--- src/asdc_pkg.sv ---
package asdc_pkg;

  localparam logic [31:0] POLL_MS = 32'd20;
  localparam logic [23:0] FILT_RESET = 24'h100000;
  localparam int DIV_W = 27;
  localparam int DIV_CNT_W = 5;

  localparam logic [2:0] REG_PEAK = 3'd0;
  localparam logic [2:0] REG_VALLEY = 3'd1;
  localparam logic [2:0] REG_MIN_INT = 3'd2;
  localparam logic [2:0] REG_BASE = 3'd3;
  localparam logic [2:0] REG_MULT = 3'd4;
  localparam logic [2:0] REG_FEED = 3'd5;

  typedef enum logic [1:0] {
    DIV_FILT,
    DIV_STEP,
    DIV_MANUAL
  } div_mode_t;

  typedef struct packed {
    logic      load_in;
    logic      clear_flags;
    logic      sq_clear;
    logic      sq_acc;
    logic      sqrt_start;
    logic      div_start;
    div_mode_t div_mode;
    logic      mark_sample;
    logic      smooth_upd;
    logic      hyst_upd;
    logic      step_mark;
    logic      commit;
    logic      out_load;
  } cmd_t;

  typedef struct packed {
    logic manual;
    logic manual_ok;
    logic poll_ok;
    logic sq_last;
    logic sqrt_busy;
    logic div_busy;
    logic step_go;
    logic out_busy;
  } sts_t;

  function automatic logic [7:0] mult_lookup(input logic [2:0] idx);
    logic [7:0] m;
    unique case (idx)
      3'd0: m = 8'd1;
      3'd1: m = 8'd2;
      3'd2: m = 8'd5;
      3'd3: m = 8'd10;
      3'd4: m = 8'd25;
      3'd5: m = 8'd100;
      3'd6: m = 8'd250;
      default: m = 8'd1;
    endcase
    return m;
  endfunction

endpackage

--- src/asdc_ctrl.sv ---
module asdc_ctrl
  import asdc_pkg::*;
(
  input  logic clk,
  input  logic rst_n,
  input  logic in_valid,
  output logic in_stall,
  input  sts_t sts,
  output cmd_t cmd
);

  typedef enum logic [3:0] {
    S_IDLE,
    S_CHECK,
    S_SQ,
    S_SQRT_GO,
    S_SQRT,
    S_FILT_GO,
    S_FDIV,
    S_SMOOTH,
    S_HYST,
    S_SDIV,
    S_COMMIT,
    S_FIN
  } state_t;

  state_t state_r, state_nxt;

  assign in_stall = (state_r != S_IDLE);

  always_comb begin
    cmd = '0;
    cmd.div_mode = DIV_FILT;
    state_nxt = state_r;
    unique case (state_r)
      S_IDLE: begin
        cmd.load_in = in_valid;
        if (in_valid) state_nxt = S_CHECK;
      end
      S_CHECK: begin
        cmd.clear_flags = 1'b1;
        cmd.sq_clear = 1'b1;
        if (sts.manual) begin
          if (sts.manual_ok) begin
            cmd.div_start = 1'b1;
            cmd.div_mode = DIV_MANUAL;
            state_nxt = S_SDIV;
          end else begin
            state_nxt = S_FIN;
          end
        end else if (sts.poll_ok) begin
          cmd.mark_sample = 1'b1;
          state_nxt = S_SQ;
        end else begin
          state_nxt = S_FIN;
        end
      end
      S_SQ: begin
        cmd.sq_acc = 1'b1;
        if (sts.sq_last) state_nxt = S_SQRT_GO;
      end
      S_SQRT_GO: begin
        cmd.sqrt_start = 1'b1;
        state_nxt = S_SQRT;
      end
      S_SQRT: begin
        if (!sts.sqrt_busy) state_nxt = S_FILT_GO;
      end
      S_FILT_GO: begin
        cmd.div_start = 1'b1;
        cmd.div_mode = DIV_FILT;
        state_nxt = S_FDIV;
      end
      S_FDIV: begin
        if (!sts.div_busy) state_nxt = S_SMOOTH;
      end
      S_SMOOTH: begin
        cmd.smooth_upd = 1'b1;
        state_nxt = S_HYST;
      end
      S_HYST: begin
        cmd.hyst_upd = 1'b1;
        if (sts.step_go) begin
          cmd.step_mark = 1'b1;
          cmd.div_start = 1'b1;
          cmd.div_mode = DIV_STEP;
          state_nxt = S_SDIV;
        end else begin
          state_nxt = S_FIN;
        end
      end
      S_SDIV: begin
        if (!sts.div_busy) state_nxt = S_COMMIT;
      end
      S_COMMIT: begin
        cmd.commit = 1'b1;
        state_nxt = S_FIN;
      end
      S_FIN: begin
        if (!sts.out_busy) begin
          cmd.out_load = 1'b1;
          state_nxt = S_IDLE;
        end
      end
      default: state_nxt = S_IDLE;
    endcase
  end

  always_ff @(posedge clk) begin
    if (!rst_n) begin
      state_r <= S_IDLE;
    end else begin
      state_r <= state_nxt;
    end
  end

endmodule

--- config.mk ---
export PLATFORM = sky130hd
export DESIGN_NAME = asdc_ctrl
export DESIGN_NICKNAME = d
export VERILOG_FILES = /design/src/asdc_pkg.sv /design/src/asdc_ctrl.sv
export SDC_FILE = /design/constraint.sdc
export NUM_CORES = 1
export LEC_CHECK = 0
export BUFFER_PORTS_ARGS = -buffer_cell sky130_fd_sc_hd__buf_2
export CORE_AREA = 3 3 40 42
export DETAILED_ROUTE_END_ITERATION = 8
export DIE_AREA = 0 0 43 45
export GPL_ROUTABILITY_DRIVEN = 0
export PLACE_DENSITY = 0.71
export SETUP_SLACK_MARGIN = 0.2
export SLEW_MARGIN = 20
export SYNTH_ARGS = -nofsm -noshare
export SYNTH_HDL_FRONTEND = slang
export SYNTH_SLANG_ARGS = --single-unit
--- constraint.sdc ---
create_clock -name clk -period 2.75 [get_ports clk]
set_clock_uncertainty 0.15 [all_clocks]
set_input_delay 0.4125 -clock clk [delete_from_list [all_inputs] [get_ports clk]]
set_output_delay 0.4125 -clock clk [all_outputs]
set_load 0.005 [all_outputs]
==> metrics.yaml, run 1 <==
setup.worst_path.class: "reg2out"
regMostFlops: "state_r"
synth_cell_type_count: 37
cts_setup_buffers: 0
top_regs: "state_r x4"
power.net_switching_uw: 256
min_path_cells: 3
synth_top_family_by_area: "simple AND/OR/NAND/NOR gates"
cts_tree: "built"
syn_to_final_growth_pct: 21.0
switching_share_pct: 47.0
dieArea_um2: 1940
power_uw: 544
synth.largest_area_cell: "dfxtp_1"
worst-path-buf-inv: 1
cpLargestDelayFamily: "flip-flops"
ir_drop_mv: 0.315
outcome: "finished, final reports clean"
ff2ff_setup_slack_ps: 1060
ys_seq_elements: 4
cts_root_buf: "clkbuf_4"
fillers: 132
setup_viol: 0
drive_gt1_share_pct: 40.7
synthXorXnorAreaFrac_pct: 1.64
synthAdderAreaFrac_pct: 0
crit_path_cell_trace: "and2b_2 > a31oi_1 > nor2_1 > buf_2"
intPower_uw: 288
timing.rr.end: "state_r[1]"
cts_buffers: 3
io_pins: 26
core-area_um2: 1280
clkLatencyLatePin_ps: 230
hold_violations: 0
fin_crit_ps: 2140
worstSetupStartpointType: "flop"
min_path_type: "in2reg"
p_clk_share_pct: 13.0
largest_reg_flops: 4
nets: 104
hold_start: "rst_n"
r2r_cells: 4
cp.depth: 4
required_ps: 2190
synth_compound_area_share_pct: 25.9
drt-vias-per-instance: 5.58
htreeDepth: 1
drt_iter0_drc: 9
synthFlopType: "dfxtp_1"
start_util_pct: 41.7
routed_wl_mm: 1.26
syn_nets: 80
io_buffers: 25
die_h_um: 45
yosys.area.top_type_share_pct: 15.0
holdBufCountCts: 0
dpl.hpwl_um: 972
first_pass_iters: 2
fin_cells: 106
vias: 591
grt_max_degree: 18
fmax_mhz: 468
grt_pass1_wl_mm: 2.10
synth_mux_area_share_pct: 3.97
min_to: "state_r[1]"
syn_inst: 69
timing.critical_path.from: "state_r[2]"
worst_pin_slew_ps: 552
rsz0062_at_grt: "false"
yosysWarnings: 0
antenna_found_initial: 0
cts_sinks: 4
dp.cells: 103
overflow: 0
r2r-start: "state_r[1]"
antenna_left: 0
slew_viol_final: 0
endpoint_kind: "output port"
drc: 0
wire_per_inst_um: 11.9
cts_buffer_depth: 2
grt_usage_pct: 14.0
syn_area_um2: 536
antenna_cells: 0
cts-resized-gates: 0
drv_cap: 0
fp.dieW_um: 43
p_leak_uw: 0.000327
dp_slack_ps: 862
synth_edf_count: 0
slowest_stage: "dfxtp_1"
worstPathArrival_ps: 1570
cpPeakStageDelay_ps: 660
power_density_nw_per_um2: 839
relSlewSlack_pct: 63.2
setup_ws_ps: 613
num_rows: 13
synthTopCellsByCount: "nand2_1, nor2_1, nor3_1"
path_clk_slew_ps: 40
synth.area.top_cells: "dfxtp_1, buf_6, nor3_1, nand2_1, nor2_1"
ys_seq_area_share_pct: 15.0
placed_area_um2: 626
cp_max_fo: 16
finish.instance_area_um2: 648
yosys.area_share.simple_pct: 41.4
async_flop_share_pct: 0
pwr-share-seq_pct: 29.3
first_global_vias: 528
period_share_pct: 77.7
setup_tns_ps: 0
syn-mean-instance-area_um2: 7.76
comb_power_share_pct: 57.7
[power by group through the flow]
stage / clock [uW] / combinational, uW / sequential [uW]
floorplan: 0 / 305 / 99.8
global placement: 0 / 313 / 157
detailed placement: 0 / 315 / 159
CTS: 71.9 / 316 / 157
global route: 73.0 / 351 / 167
finish: 70.5 / 314 / 159
[worst max-delay path by stage]
stage	to	slack [ps]
after floorplan	cmd[5]	1190
after global placement	cmd[8]	880
after detailed placement	cmd[8]	860
after CTS	cmd[8]	620
after global routing	cmd[8]	490
final	cmd[8]	610
[kinds of logic (layout without fill, tap and decap cells)]
kind of cell / Yosys count / after routing
flops: 4 / 4
buf+inv: 9 / 31
simple gates: 37 / 37
mux: 2 / 2
compound gates: 16 / 16
xor+xnor: 1 / 1
[area by class of cell]
class,instances,area (um^2),share of cell area (%)
multi-input combinational,56,390,60.2
timing repair buffer,25,125,19.3
sequential,4,80.1,12.4
clock buffer,3,22.5,3.47
tap,15,18.8,2.90
inverter,3,11.3,1.74
[per-stage QoR]
step           utilization (%)  hold WS, ps
4_1_cts                   50.4          325
3_3_place_gp              48.7          530
2_1_floorplan                -          412
6_report                  50.4          329
3_5_place_dp              48.7          541
5_1_grt                   50.4          351
[metal layers]
metal	GRT usage (%)	wire [um]	vias to the layer above
li1	-	-	299
met1	16.1	537	280
met2	25.1	662	12
met3	3.19	62	0
met4	5.42	0	0
met5	0	0	-
[tightest hold or removal path: cells and delay by family]
family	cells	cell delay [ps]
multiplexers	1	60
AND/OR/NAND/NOR	1	60
buffers and inverters	1	120
[cell usage in the layout (no fill, tap or decap), types with 2 or more instances in the layout]
master / synthesis / routed
clkbuf_4: 0 / 3
nand2_1: 7 / 7
dfxtp_1: 4 / 4
inv_1: 3 / 3
nor2_1: 7 / 7
nand3_1: 2 / 2
and3_1: 4 / 4
buf_2: 1 / 25
a41oi_1: 2 / 2
nor3_1: 6 / 6
a21oi_1: 3 / 3
Power figures use the tool's default switching activity.
==> run 2: changes to the inputs <==
Clock period 2.75 ns to 2.1 ns, I/O delays scaled along.
==> metrics.yaml, run 2 (synthesis gave the netlist of run 1 again) <==
syn_to_final_growth_pct: 25.5
placed_area_um2: 633
top_regs: "state_r x4"
cts_sinks: 4
holdBufCountCts: 0
wire_per_inst_um: 12.3
setup_viol: 0
post-route-util_pct: 52.3
fmax_mhz: 557
dpl.hpwl_um: 956
relSlewSlack_pct: 77.7
worstSetupStartpointType: "flop"
io_pins: 26
regArea_um2: 87.6
antenna_found_initial: 0
min_path_cells: 3
worst_pin_slew_ps: 333
worstPathArrival_ps: 1330
cts_root_buf: "clkbuf_4"
io_buffers: 25
drt-vias-per-instance: 5.45
timing.rr.end: "state_r[1]"
fillers: 133
nets: 105
multi_input_area_um2: 399
cpPeakStageDelay_ps: 410
cts_buffer_depth: 2
period_share_pct: 85.6
mostFrequentLayoutCell: "buf_2"
rsz0062_at_grt: "false"
cts_buffers: 3
ff2ff_setup_slack_ps: 570
required_ps: 1630
regMostFlops: "state_r"
dieArea_um2: 1940
grt_pass1_wl_mm: 2.22
holdWs_ps: 212
largest_reg_flops: 4
slowest_stage: "dfxtp_2"
htreeDepth: 1
drive_gt1_share_pct: 45.7
path_clk_slew_ps: 40
min_to: "state_r[1]"
cts_tree: "built"
num_rows: 13
p_leak_uw: 0.000338
die_h_um: 45
grt_max_degree: 18
drv_cap: 0
cp_max_fo: 17
drt_iter0_drc: 8
core-area_um2: 1280
outcome: "finished, final reports clean"
grt_usage_pct: 14.6
slew_viol_final: 0
ir_drop_mv: 0.656
r2r_cells: 4
drc: 0
cts_setup_buffers: 0
vias: 583
endpoint_kind: "output port"
fin_crit_ps: 1800
min_path_type: "in2reg"
hold_violations: 0
finish.instance_area_um2: 672
first_global_vias: 508
first_pass_iters: 3
overflow: 0
antenna_cells: 0
setup.worst_path.class: "reg2out"
routed_wl_mm: 1.31
start_util_pct: 41.7
setup_tns_ps: 0
antenna_left: 0
fp.dieW_um: 43
r2r-start: "state_r[1]"
hold_start: "rst_n"
power_density_nw_per_um2: 1120
most-common-layout-cells: "buf_2, nand2_1, nor2_1"
clkLatencyLatePin_ps: 240
crit_path_cell_trace: "nor4b_4 > and3_1 > buf_2"
==> run 2: critical path, delay by kind of cell, from the launching register on <==
family,cells,cell delay [ps]
simple gates,2,570
flops,1,410
buf+inv,1,100
==> run 2: how the worst max path moves through the flow <==
stage,startpoint,end,slack (ps),cells past startpoint
finish,state_r[3],cmd[7],300,3
global route,state_r[3],cmd[7],230,3
CTS,state_r[2],cmd[8],260,4
detailed placement,state_r[2],cmd[8],330,4
global placement,state_r[2],cmd[8],370,4
floorplan,state_r[1],cmd[5],640,3
==> run 2: metrics by stage <==
| step | std cells | worst slack [ps] | total power, uW |
|---|---|---|---|
| after floorplan | 69 | 642 | 530 |
| after global placement | 104 | 372 | 628 |
| after global routing | 107 | 225 | 818 |
| after detailed placement | 104 | 329 | 635 |
| final | 107 | 303 | 754 |
| after CTS | 107 | 256 | 757 |
==> run 2: cell type report <==
type | instances | area share [%]
inverter | 3 | 1.68
tap | 15 | 2.79
multi-input combinational | 56 | 59.4
clock buffer | 3 | 3.35
sequential | 4 | 13.0
timing repair buffer | 26 | 19.7
==> run 2: power by group <==
group | switching (uW) | internal (uW)
clock network | 36.3 | 64.3
logic | 213 | 230
registers | 99.9 | 110
==> run 2: layer usage <==
metal  vias to the layer above  track usage (%)  share of wire [%]
met3                         2            0.797                4.0
met5                         -                0                  0
met1                       267             19.5                 46
met4                         0             7.23                1.8
met2                        12             24.3                 48
li1                        302                -                  -
==> run 2: what timing repair did <==
item                                    in CTS  in global routing
gates resized for setup                      4                  2
endpoints found under the hold margin        0                  0
endpoints found under the setup margin       5                  4
cloned                                       0                  0
